**config.mk**
```make
export PLATFORM = sky130hd
export DESIGN_NAME = binary_amount_to_decimal_text_top
export DESIGN_NICKNAME = d
export VERILOG_FILES = /design/src/hdl/b2dt_pkg.sv /design/src/hdl/b2dt_front.sv /design/src/hdl/b2dt_fifo.sv /design/src/hdl/b2dt_back.sv /design/src/hdl/binary_amount_to_decimal_text_top.sv
export SDC_FILE = /design/constraint.sdc
export NUM_CORES = 1
export LEC_CHECK = 0
export BUFFER_PORTS_ARGS = -buffer_cell sky130_fd_sc_hd__clkbuf_2
export CAP_MARGIN = 40
export CORE_ASPECT_RATIO = 1.25
export CORE_MARGIN = 4
export CORE_UTILIZATION = 60
export CTS_CLUSTER_SIZE = 24
export DETAILED_ROUTE_END_ITERATION = 10
export PLACE_DENSITY = 0.86
export SETUP_SLACK_MARGIN = 0.15
export SKIP_LAST_GASP = 1
export SLEW_MARGIN = 20
export SYNTH_ARGS = -nofsm -noshare
export SYNTH_HDL_FRONTEND = slang
export SYNTH_SLANG_ARGS = --single-unit
```
**constraint.sdc**
```tcl
create_clock -name clk_i -period 8.1 [get_ports clk_i]
set_input_delay 1.215 -clock clk_i [delete_from_list [all_inputs] [get_ports clk_i]]
set_output_delay 1.215 -clock clk_i [all_outputs]
set_load 0.03 [all_outputs]
```
**src/hdl/b2dt_pkg.sv**
```systemverilog
package b2dt_pkg;

  localparam int FRAC_W    = 6;
  localparam int BUF_W     = 7;
  localparam int CFG_IDX_W = 2;

  // configuration register indexes
  localparam logic [CFG_IDX_W-1:0] REG_FRAC = 2'd0;
  localparam logic [CFG_IDX_W-1:0] REG_BUF  = 2'd1;

  localparam logic [FRAC_W-1:0] FRAC_RST   = 6'd24;
  localparam int                FRAC_LIMIT = 38;
  localparam logic [FRAC_W-1:0] FRAC_MAX   = 6'd38;
  localparam logic [BUF_W-1:0]  BUF_RST    = 7'd64;

  localparam int MAX_CHARS   = 40;
  localparam int QUEUE_DEPTH = 2;

  localparam logic [7:0] CHAR_ZERO = 8'h30;
  localparam logic [7:0] CHAR_NINE = 8'h39;
  localparam logic [7:0] CHAR_DOT  = 8'h2E;

  typedef struct packed {
    logic [FRAC_W-1:0] frac;
    logic [BUF_W-1:0]  bufsz;
  } cfg_t;

  typedef struct packed {
    logic [7:0] ch;
    logic       last;
    logic       err;
  } res_t;

endpackage

```
**src/hdl/b2dt_front.sv**
```systemverilog
module b2dt_front #(
  parameter int AMOUNT_BYTES = 16
) (
  input  logic                      clk_i,
  input  logic                      rst_ni,
  input  logic                      accept_i,
  input  logic [7:0]                byte_i,
  input  logic                      last_i,
  output logic                      push_o,
  output logic [8*AMOUNT_BYTES-1:0] amount_o
);
  import b2dt_pkg::*;

  localparam int NB = 8 * AMOUNT_BYTES;
  localparam int IW = $clog2(AMOUNT_BYTES + 1);

  logic [NB-1:0] amt_q;
  logic [NB-1:0] merged;
  logic [IW-1:0] idx_q;

  // byte lands at its slot; past the end nothing matches
  always_comb begin
    for (int j = 0; j < AMOUNT_BYTES; j++) begin
      merged[j*8 +: 8] = (idx_q == IW'(j)) ? byte_i : amt_q[j*8 +: 8];
    end
  end

  assign push_o   = accept_i & last_i;
  assign amount_o = merged;

  always_ff @(posedge clk_i or negedge rst_ni) begin
    if (!rst_ni) begin
      amt_q <= '0;
      idx_q <= '0;
    end else if (accept_i) begin
      if (last_i) begin
        amt_q <= '0;
        idx_q <= '0;
      end else begin
        amt_q <= merged;
        if (idx_q < IW'(AMOUNT_BYTES)) begin
          idx_q <= idx_q + 1'b1;
        end
      end
    end
  end

endmodule

```
**src/hdl/b2dt_fifo.sv**
```systemverilog
module b2dt_fifo #(
  parameter int WIDTH = 128,
  parameter int DEPTH = 2
) (
  input  logic             clk_i,
  input  logic             rst_ni,
  input  logic             push_i,
  input  logic [WIDTH-1:0] data_i,
  output logic             full_o,
  output logic             valid_o,
  input  logic             pop_i,
  output logic [WIDTH-1:0] data_o
);
  import b2dt_pkg::*;

  localparam int AW = (DEPTH > 1) ? $clog2(DEPTH) : 1;
  localparam int CW = $clog2(DEPTH + 1);

  logic [DEPTH-1:0][WIDTH-1:0] mem_q;
  logic [AW-1:0]               wr_q, rd_q;
  logic [CW-1:0]               cnt_q;

  assign full_o  = (cnt_q == CW'(DEPTH));
  assign valid_o = (cnt_q != '0);
  assign data_o  = mem_q[rd_q];

  always_ff @(posedge clk_i) begin
    if (push_i) begin
      mem_q[wr_q] <= data_i;
    end
  end

  always_ff @(posedge clk_i or negedge rst_ni) begin
    if (!rst_ni) begin
      wr_q  <= '0;
      rd_q  <= '0;
      cnt_q <= '0;
    end else begin
      if (push_i) begin
        wr_q <= (wr_q == AW'(DEPTH - 1)) ? '0 : wr_q + 1'b1;
      end
      if (pop_i) begin
        rd_q <= (rd_q == AW'(DEPTH - 1)) ? '0 : rd_q + 1'b1;
      end
      if (push_i && !pop_i) begin
        cnt_q <= cnt_q + 1'b1;
      end else if (pop_i && !push_i) begin
        cnt_q <= cnt_q - 1'b1;
      end
    end
  end

endmodule

```
**src/hdl/b2dt_back.sv**
```systemverilog
module b2dt_back #(
  parameter int AMOUNT_BYTES   = 16,
  parameter int SCRATCH_DIGITS = 42
) (
  input  logic                      clk_i,
  input  logic                      rst_ni,
  input  b2dt_pkg::cfg_t            cfg_i,
  input  logic                      q_valid_i,
  input  logic [8*AMOUNT_BYTES-1:0] q_data_i,
  output logic                      q_pop_o,
  output logic                      res_valid_o,
  output b2dt_pkg::res_t            res_o
);
  import b2dt_pkg::*;

  localparam int NB     = 8 * AMOUNT_BYTES;
  localparam int ND_RAW = NB / 3;
  localparam int ND     = (ND_RAW > SCRATCH_DIGITS) ? SCRATCH_DIGITS : ND_RAW;
  localparam int DW     = (ND > FRAC_LIMIT + 1) ? ND : FRAC_LIMIT + 1;
  localparam int PW     = $clog2(DW);
  localparam int BCW    = $clog2(NB + 1);
  localparam int CW     = 8;
  localparam int NCW    = $clog2(MAX_CHARS);

  typedef enum logic [2:0] {
    ST_IDLE,
    ST_CONV,
    ST_SCAN,
    ST_CHECK,
    ST_ALIGN,
    ST_EMIT
  } st_e;

  st_e                  state_q;
  logic [NB-1:0]        amt_q;
  logic [BCW-1:0]       bcnt_q;
  logic [DW-1:0][3:0]   dig_q;
  logic [PW-1:0]        sp_q, hi_q, lo_q, pos_q, e_q;
  logic [FRAC_W-1:0]    fr_q;
  logic                 any_q, dot_q;
  logic [NCW-1:0]       nout_q;
  logic                 res_valid_q;
  res_t                 res_q;

  // one double dabble step: add 3 where digit >= 5, then shift left
  logic [ND-1:0][3:0]   adj;
  logic [DW-1:0][3:0]   conv_d;

  always_comb begin
    conv_d = '0;
    for (int k = 0; k < ND; k++) begin
      adj[k] = (dig_q[k] >= 4'd5) ? 4'(dig_q[k] + 4'd3) : dig_q[k];
    end
    conv_d[0] = {adj[0][2:0], amt_q[NB-1]};
    for (int k = 1; k < ND; k++) begin
      conv_d[k] = {adj[k][2:0], adj[k-1][3]};
    end
  end

  // length check and text layout
  logic [FRAC_W-1:0] fr;
  logic [CW-1:0]     len_w, fr_w, tlen_w, bs_w;
  logic              err, has_frac;
  logic [PW-1:0]     top, e_pos, align_cnt;

  always_comb begin
    fr       = (cfg_i.frac > FRAC_MAX) ? FRAC_MAX : cfg_i.frac;
    len_w    = any_q ? CW'(hi_q) + CW'(1) : CW'(1);
    fr_w     = CW'(fr);
    bs_w     = CW'(cfg_i.bufsz);
    tlen_w   = (len_w <= fr_w) ? fr_w + CW'(2) : len_w + CW'(1);
    err      = (CW'(ND) >= bs_w) || (len_w + CW'(2) > bs_w) || (tlen_w + CW'(1) > bs_w);
    top      = (len_w > fr_w) ? PW'(len_w - CW'(1)) : PW'(fr);
    has_frac = any_q && (CW'(lo_q) < fr_w);
    e_pos    = has_frac ? lo_q : PW'(fr);
    align_cnt = PW'(DW - 1) - top;
  end

  logic [7:0] digit_ch;
  logic       nat_last, cap_last;

  assign digit_ch = CHAR_ZERO + {4'h0, dig_q[DW-1]};
  assign nat_last = (pos_q == e_q);
  assign cap_last = (nout_q == NCW'(MAX_CHARS - 1));

  assign q_pop_o     = (state_q == ST_IDLE) && q_valid_i;
  assign res_valid_o = res_valid_q;
  assign res_o       = res_q;

  always_ff @(posedge clk_i or negedge rst_ni) begin
    if (!rst_ni) begin
      state_q     <= ST_IDLE;
      amt_q       <= '0;
      bcnt_q      <= '0;
      dig_q       <= '0;
      sp_q        <= '0;
      hi_q        <= '0;
      lo_q        <= '0;
      pos_q       <= '0;
      e_q         <= '0;
      fr_q        <= '0;
      any_q       <= 1'b0;
      dot_q       <= 1'b0;
      nout_q      <= '0;
      res_valid_q <= 1'b0;
      res_q       <= '0;
    end else begin
      res_valid_q <= 1'b0;
      unique case (state_q)
        ST_IDLE: begin
          if (q_valid_i) begin
            amt_q   <= q_data_i;
            dig_q   <= '0;
            bcnt_q  <= BCW'(NB);
            state_q <= ST_CONV;
          end
        end
        ST_CONV: begin
          dig_q  <= conv_d;
          amt_q  <= {amt_q[NB-2:0], 1'b0};
          bcnt_q <= bcnt_q - 1'b1;
          if (bcnt_q == BCW'(1)) begin
            sp_q    <= PW'(DW - 1);
            any_q   <= 1'b0;
            state_q <= ST_SCAN;
          end
        end
        ST_SCAN: begin
          // full rotation, top slot walks from highest position down
          dig_q <= {dig_q[DW-2:0], dig_q[DW-1]};
          if (dig_q[DW-1] != 4'h0) begin
            if (!any_q) begin
              hi_q <= sp_q;
            end
            lo_q  <= sp_q;
            any_q <= 1'b1;
          end
          if (sp_q == '0) begin
            state_q <= ST_CHECK;
          end else begin
            sp_q <= sp_q - 1'b1;
          end
        end
        ST_CHECK: begin
          if (err) begin
            res_valid_q <= 1'b1;
            res_q       <= '{ch: 8'h00, last: 1'b1, err: 1'b1};
            state_q     <= ST_IDLE;
          end else begin
            sp_q    <= align_cnt;
            pos_q   <= top;
            fr_q    <= fr;
            e_q     <= e_pos;
            dot_q   <= 1'b0;
            nout_q  <= '0;
            state_q <= ST_ALIGN;
          end
        end
        ST_ALIGN: begin
          if (sp_q == '0) begin
            state_q <= ST_EMIT;
          end else begin
            dig_q <= {dig_q[DW-2:0], 4'h0};
            sp_q  <= sp_q - 1'b1;
          end
        end
        ST_EMIT: begin
          res_valid_q <= 1'b1;
          nout_q      <= nout_q + 1'b1;
          if (dot_q) begin
            res_q <= '{ch: CHAR_DOT, last: cap_last, err: 1'b0};
            dot_q <= 1'b0;
            if (cap_last) begin
              state_q <= ST_IDLE;
            end
          end else begin
            res_q <= '{ch: digit_ch, last: nat_last || cap_last, err: 1'b0};
            dig_q <= {dig_q[DW-2:0], 4'h0};
            pos_q <= pos_q - 1'b1;
            if (nat_last || cap_last) begin
              state_q <= ST_IDLE;
            end else if (pos_q == PW'(fr_q)) begin
              dot_q <= 1'b1;
            end
          end
        end
        default: state_q <= ST_IDLE;
      endcase
    end
  end

endmodule

```
**src/hdl/binary_amount_to_decimal_text_top.sv**
```systemverilog
// binary amount to decimal text
// input: one byte per transfer (start high while busy low), least significant
// byte first, byte_last_i marks the final byte; bytes past AMOUNT_BYTES are
// dropped, missing bytes count as zero
// config: cfg_valid_i/cfg_ready_o with cfg_index_i (0 frac_digits, 1 buffer_size)
// and cfg_data_i; ready is always high, write only while the block is idle
// output: one character per out_valid_o pulse, char_last_o on the final one;
// a too small buffer gives a single result with format_error_o and char zero
// steps: for each queued amount, a double dabble conversion of all 8*AMOUNT_BYTES
// bits at one bit per cycle, a digit scan over every digit slot, a length check
// (an error result is given here), a shift that aligns the top digit, then up
// to 40 characters back to back
// queue: a two-entry queue holds finished amounts so the byte side keeps
// taking input while the converter works; busy is high only when it is full
// reset: frac_digits 24, buffer_size 64, queue empty, converter idle
// results cannot be held off by the receiver; each is shown for one cycle
module binary_amount_to_decimal_text_top #(
  parameter int AMOUNT_BYTES   = 16,
  parameter int SCRATCH_DIGITS = 42
) (
  input  logic                             clk_i,
  input  logic                             rst_ni,
  input  logic                             start,
  output logic                             busy,
  input  logic [7:0]                       amount_byte_i,
  input  logic                             byte_last_i,
  input  logic                             cfg_valid_i,
  output logic                             cfg_ready_o,
  input  logic [b2dt_pkg::CFG_IDX_W-1:0]   cfg_index_i,
  input  logic [b2dt_pkg::BUF_W-1:0]       cfg_data_i,
  output logic                             out_valid_o,
  output logic [7:0]                       out_char_o,
  output logic                             char_last_o,
  output logic                             format_error_o
);
  import b2dt_pkg::*;

  localparam int NB = 8 * AMOUNT_BYTES;

  // configuration registers
  logic [FRAC_W-1:0] frac_q;
  logic [BUF_W-1:0]  buf_q;
  cfg_t              cfg;

  assign cfg_ready_o = 1'b1;

  always_ff @(posedge clk_i or negedge rst_ni) begin
    if (!rst_ni) begin
      frac_q <= FRAC_RST;
      buf_q  <= BUF_RST;
    end else if (cfg_valid_i && cfg_ready_o) begin
      // other indexes are ignored
      if (cfg_index_i == REG_FRAC) begin
        frac_q <= cfg_data_i[FRAC_W-1:0];
      end else if (cfg_index_i == REG_BUF) begin
        buf_q <= cfg_data_i;
      end
    end
  end

  assign cfg = '{frac: frac_q, bufsz: buf_q};

  // front: gather bytes, hand a full amount to the queue on the last byte
  logic          accept;
  logic          push;
  logic [NB-1:0] push_data;
  logic          q_full, q_valid, q_pop;
  logic [NB-1:0] q_data;

  assign accept = start && !busy;
  assign busy   = q_full;

  b2dt_front #(
    .AMOUNT_BYTES(AMOUNT_BYTES)
  ) u_front (
    .clk_i   (clk_i),
    .rst_ni  (rst_ni),
    .accept_i(accept),
    .byte_i  (amount_byte_i),
    .last_i  (byte_last_i),
    .push_o  (push),
    .amount_o(push_data)
  );

  // queue of finished amounts between byte side and converter
  b2dt_fifo #(
    .WIDTH(NB),
    .DEPTH(QUEUE_DEPTH)
  ) u_queue (
    .clk_i  (clk_i),
    .rst_ni (rst_ni),
    .push_i (push),
    .data_i (push_data),
    .full_o (q_full),
    .valid_o(q_valid),
    .pop_i  (q_pop),
    .data_o (q_data)
  );

  // back: double dabble, scan, format and emit
  logic res_valid;
  res_t res;

  b2dt_back #(
    .AMOUNT_BYTES  (AMOUNT_BYTES),
    .SCRATCH_DIGITS(SCRATCH_DIGITS)
  ) u_back (
    .clk_i      (clk_i),
    .rst_ni     (rst_ni),
    .cfg_i      (cfg),
    .q_valid_i  (q_valid),
    .q_data_i   (q_data),
    .q_pop_o    (q_pop),
    .res_valid_o(res_valid),
    .res_o      (res)
  );

  assign out_valid_o    = res_valid;
  assign out_char_o     = res.ch;
  assign char_last_o    = res.last;
  assign format_error_o = res.err;

  // error result is a lone zero character marked last
  assert property (@(posedge clk_i) disable iff (!rst_ni)
    out_valid_o && format_error_o |-> char_last_o && (out_char_o == 8'h00))
    else $error("error result not a lone last zero");

  // regular text holds only digits and the dot
  assert property (@(posedge clk_i) disable iff (!rst_ni)
    out_valid_o && !format_error_o |->
      (out_char_o == CHAR_DOT) || ((out_char_o >= CHAR_ZERO) && (out_char_o <= CHAR_NINE)))
    else $error("bad character in text");

  // a finished text is never followed directly by another transfer
  assert property (@(posedge clk_i) disable iff (!rst_ni)
    out_valid_o && char_last_o |=> !out_valid_o)
    else $error("result right after end of text");

endmodule
```
[Word level (Yosys, flattened, before mapping)]
Cells that the tools add are included.
Storage, ports and cells
  register bits after elaboration: 768
  word-level logic and storage cells: 375
Cells by class
  $add $sub $neg: 59
  magnitude comparators: 53
  equal/unequal tests: 38
  multiplexer cells: 114
  bitwise logic cells: 4
  reductions and logical operators: 40
Operator list (number)
  case mux 168 bit (5 select lines): 1
  2-to-1 mux 128 bit: 5
  2-to-1 mux 168 bit: 3
  bitwise mux 256 bit: 1
  case mux 128 bit (2 select lines): 1
  >= comparator 4 x 3 -> 1 bit (second input constant): 42
  adder 4 x 2 -> 4 bit (second input constant): 41
  2-to-1 mux 4 bit: 41
  2-to-1 mux 8 bit: 18
  demux 128 bit (select 1 bit): 1
  2-to-1 mux 6 bit: 9
  equality test 5 x 4 -> 1 bit (second input constant): 8
  2-to-1 mux 3 bit: 9
  case mux 6 bit (2 select lines): 2
  equality test 5 x 3 -> 1 bit (second input constant): 4
  2-to-1 mux 10 bit: 2
  case mux 10 bit (2 select lines): 1
  case mux 3 bit (6 select lines): 1
  case mux 6 bit (3 select lines): 1
  subtractor 6 x 1 -> 6 bit (second input constant): 3
  adder 8 x 1 -> 8 bit (second input constant): 2
  > comparator 8 x 7 -> 1 bit: 2
  case mux 8 bit (2 select lines): 1
  AND reduction 2 bit: 7
  other kinds (56): 102

[Longest topological paths before layout]
  word-level depth: 9
  depth in mapped cells: 27
  gate-level depth less buffers: 24

[By module]
Synthesis repeated with hierarchy kept, for this count alone.
Unflattened totals
  cell total of the unflattened synthesis: 3874
  area, all modules: 38887.3 µm²
By module, submodules not included
  b2dt_back: times used 1, cells each 2494, area an instance 20915.1 µm², seq. area each 9008.6 µm²
  b2dt_fifo: times used 1, cells each 414, area an instance 9469.1 µm², seq. area each 7787.5 µm²
  b2dt_front: times used 1, cells each 935, area an instance 7980.2 µm², seq. area each 3328.2 µm²
  binary_amount_to_decimal_text_top: times used 1, cells each 31, area an instance 523.0 µm², seq. area each 329.1 µm²

[Worst setup path before layout]
Ideal clock, no wire load.
  path kind: input port to flip-flop
  from: in start
  to: reg u_queue.mem_q[0] in the netlist's numbering (enable)
  setup time: 0.617 ns
  arrival time: 7.087 ns
  required time: 7.483 ns
  slack: 0.396 ns
  stages: 4
  buffers on the path: 1
  cell sequence: and2_1 > clkbuf_1 > nand2_1 > nor2_1
On the way
  cells in the longest elaborated chain, start to end: 2
RTL lines
  start, declared: RTL line binary_amount_to_decimal_text_top.sv:23  | input logic start,
  logical AND 1 bit: RTL line binary_amount_to_decimal_text_top.sv:70  | assign accept = start && !busy;
  AND 1 bit: RTL line b2dt_front.sv:28  | assign push_o = accept_i & last_i;
  end signal, assigned by index: RTL line b2dt_fifo.sv:29  | mem_q[wr_q] <= data_i;
  end, declared: RTL line b2dt_fifo.sv:19  | logic [DEPTH-1:0][WIDTH-1:0] mem_q;
Every way passes these cells.
A chain may end at the register's enable or synchronous reset.

[Final worst setup path]
  from: reg u_back.hi_q[0]
  to: reg u_back.sp_q[3]
On the way
  cells in the longest elaborated chain, start to end: 9
RTL lines
  start, declared: RTL line b2dt_back.sv:38  | logic [PW-1:0] sp_q, hi_q, lo_q, pos_q, e_q;
  start signal, assigned: RTL line b2dt_back.sv:133  | hi_q <= sp_q;
  adder 6 x 1 -> 7 bit *: RTL line b2dt_back.sv:68  | len_w = any_q ? CW'(hi_q) + CW'(1) : CW'(1);
  2-to-1 mux 7 bit *: RTL line b2dt_back.sv:68
  adder 8 x 1 -> 8 bit / <= comparator 8 x 6 -> 1 bit (equally long branches): RTL line b2dt_back.sv:71  | tlen_w = (len_w <= fr_w) ? fr_w + CW'(2) : len_w + CW'(1);
  2-to-1 mux 8 bit: RTL line b2dt_back.sv:71
  adder 8 x 1 -> 8 bit: RTL line b2dt_back.sv:72  | err = (CW'(ND) >= bs_w) || (len_w + CW'(2) > bs_w) || (tlen_w + CW'(1) > bs_w);
  > comparator 8 x 7 -> 1 bit: RTL line b2dt_back.sv:72
  logical OR 1 bit: RTL line b2dt_back.sv:72
  inequality test 2 bit (no line)
  AND reduction 4 bit (no line)
  end signal, assigned: RTL line b2dt_back.sv:123  | sp_q <= PW'(DW - 1);
  end signal, assigned: RTL line b2dt_back.sv:141  | sp_q <= sp_q - 1'b1;
  end signal, assigned: RTL line b2dt_back.sv:150  | sp_q <= align_cnt;
  end, declared: RTL line b2dt_back.sv:38
Mark *: on every way between the ends. The rest lies on a longest branch, timed or not. The select of a mux whose other input is x is not followed.

==> impl_metrics.ini <==
[outcome]
outcome = finished, final reports clean

[logic_synthesis]
synth_top_cell_by_area = dfrtp_1
syn-mean-instance-area_um2 = 11.04
synth_seq_cells = 766
yosys-top-cells-count = dfrtp_1, nand2_1, o21ai_0
synth-async-reset-ratio = 0.6658
yosysMostFrequentCell = dfrtp_1
netlist.area_leader.share = 0.3429
syn_inst = 3351
syn_area_um2 = 37000
synth-main-ff-cell = dfrtp_1
yosysWarnings = 0
yosysUniqueCellTypes = 74
synth_edf_count = 256
netlist_top_cells_area = dfrtp_1, edfxtp_1, mux2_2, ha_1, o21ai_0
ys_seq_area_frac = 0.5528

[sta]
max_slew.worst_pin.slew_ps = 1030
finalSetupTns_ps = 0
slew_viol_final = 0
rsz0062_at_grt = no
maxSlewHeadroom = 0.3131
min_period_over_period = 0.7408
clock_skew_ps = 49.90
hold_viol = 0
max_freq_mhz = 166.7
setup_viol = 0
min_period_ps = 6000

[worst_setup_path]
cp_slowest_cell = o21a_1
cp.buffers_inverters = 0
path_cells = ha_1 -> nand3_1 -> xnor2_1 -> and2_1 -> ha_1 -> nand4_1 -> a21oi_2 -> a32oi_2 -> o21a_1 -> mux2i_4 -> ha_1 -> nand2_1 -> xor2_1 -> ha_1 -> a2111oi_0 -> a21o_1 -> nand4_1 -> a31oi_2 -> nand2_1 -> o22ai_1 -> a31oi_1
critPathTopFamily = compound AO/OA/AOI/OAI gates
crit_path_end_kind = register
crit_top_cell = ha_1
critPathArrivalTime_ps = 6500
cp-start-kind = register
critical_path_class = reg2reg
crit_fanout = 18
cp_data_required_time_ps = 8600
max_stage_delay_ps = 690

[power]
cellPowerDensity_nw_per_um2 = 223.2
vdd_drop_max_mv = 0.2484
finalPower_w = 0.009088
power_leakage_nw = 17.43

[global_route]
grt_pass1_wl_mm = 139.5
grt_start_max_net_pins = 177
grt_pass1_vias = 26961
grt_overflow = 0
antenna_found_initial = 1
grt_usage = 0.2546

[clocking]
htreeDepth = 3
clockBufferDepth = 3
cts_resized = 0
cts_buffers = 76
cts_hold_buf = 0
root_buffer = clkbuf_16
clock-sinks = 766
insertion_delay_ps = 650
cts_setup_buffers = 0
path_clk_slew_ps = 60
cts_tree = built

[routing]
dr.pass1.iters = 7
drt_iter0_drc = 2591
wirelength_mm = 84.16
drtAntennaViolNets = 0
wl_per_cell_um = 20.06
via_per_inst = 6.312
vias = 26477
drc_errors = 0

[floorplan]
die_area_um2 = 65730
core_um2 = 60910
initial_core_util = 0.6075
rows = 101
io_pins = 35
die_h_um = 285.6
die-width_um = 230.1

[placed_design]
gp_congestion = 0.9027
port_buffers = 31
dp_hpwl_mm = 46.71

[layout]
layout-drive-gt1-share = 0.1142
n_fill_cell = 4212
antennaDiodeCount = 0
nets = 3458
area_growth_pct = 10.05

[worst_hold_path]
hold_class = reg2reg

[job]
maxCapViolations = 0
==> final cells by class <==
class	count	area (um2)	area share
clock buffer	116	2213	0.05436
clock inverter	26	424.2	0.01042
inverter	119	449.2	0.01103
multi-input combinational	2270	15370	0.3774
sequential	766	20460	0.5024
tap	824	1031	0.02532
timing repair buffer	74	775.7	0.01905
==> cell usage in the layout, fill, tap and decap left out, types with 31 or more instances in the layout <==
cell,n
dfrtp_1,506
o21ai_0,304
nor2b_1,49
xnor2_1,62
inv_1,117
nand2_1,361
nor2_1,264
mux2i_1,134
a21oi_1,195
clkbuf_16,77
nor3_1,55
nand2b_1,31
a22oi_1,83
mux2_2,154
a22o_1,123
xor2_1,42
edfxtp_1,256
ha_1,129
a221o_1,129
==> stage by stage <==
step | worst slack (ps) | instances | instance area [um2] | util | hold slack, ps
floorplan | 396.5 | 3352 | 37000 | - | 446.0
global placement | 2080 | 4032 | 37660 | 0.6183 | 457.9
detailed placement | 1952 | 4047 | 38000 | 0.6238 | 467.5
CTS | 1947 | 4189 | 40630 | 0.6671 | 481.7
global route | 1596 | 4195 | 40720 | 0.6685 | 507.4
finish | 2100 | 4195 | 40720 | 0.6685 | 476.2
==> final timing paths <==
path	slack, ps	end	start	cells after the start
max	2100	u_back.sp_q[3]$_DFFE_PN0P_	u_back.hi_q[0]$_DFFE_PN0P_	21
min	480	u_back.amt_q[58]$_DFFE_PN0P_	u_back.amt_q[57]$_DFFE_PN0P_	1
max reg2reg	2100	u_back.sp_q[3]$_DFFE_PN0P_	u_back.hi_q[0]$_DFFE_PN0P_	21
min reg2reg	480	u_back.amt_q[58]$_DFFE_PN0P_	u_back.amt_q[57]$_DFFE_PN0P_	1
max in group asynchronous	6140	u_front.amt_q[78]$_DFFE_PN0P_	rst_ni	2
min in group asynchronous	560	u_back.e_q[3]$_DFFE_PN0P_	rst_ni	1
==> kinds of logic after synthesis <==
kind of cell,Yosys count,share of synthesized area
AO/OA/AOI/OAI,902,0.1628
XOR/XNOR,104,0.02462
adder cells (fa/ha/maj),129,0.04362
buffers and inverters,316,0.03368
flip-flops,766,0.5528
multiplexers,290,0.08410
other,2,0.0002030
AND/OR/NAND/NOR,842,0.09817
==> routing by layer <==
metal	global-route usage	vias to the layer above	share of wire
met1	0.3259	13213	0.40
met3	0.03496	249	0.062
met4	0.1053	0	0.036
met5	0	-	0
met2	0.4392	1010	0.50
li1	-	12005	-
==> flip-flops by register name, summed over array words and instances (netlist names), 7 cells and up <==
name	count
buf_q	7
u_back.amt_q	128
u_back.bcnt_q	8
u_back.dig_q	168
u_back.res_o	8
u_front.amt_q	128
u_queue.mem_q	256
==> power breakdown <==
group          internal [W]  total, W  switching (W)
sequential          0.00432   0.00444       0.000114
clock               0.00209   0.00367        0.00159
combinational      0.000339  0.000979       0.000641
Note: power is estimated with default switching activity, not from simulation.
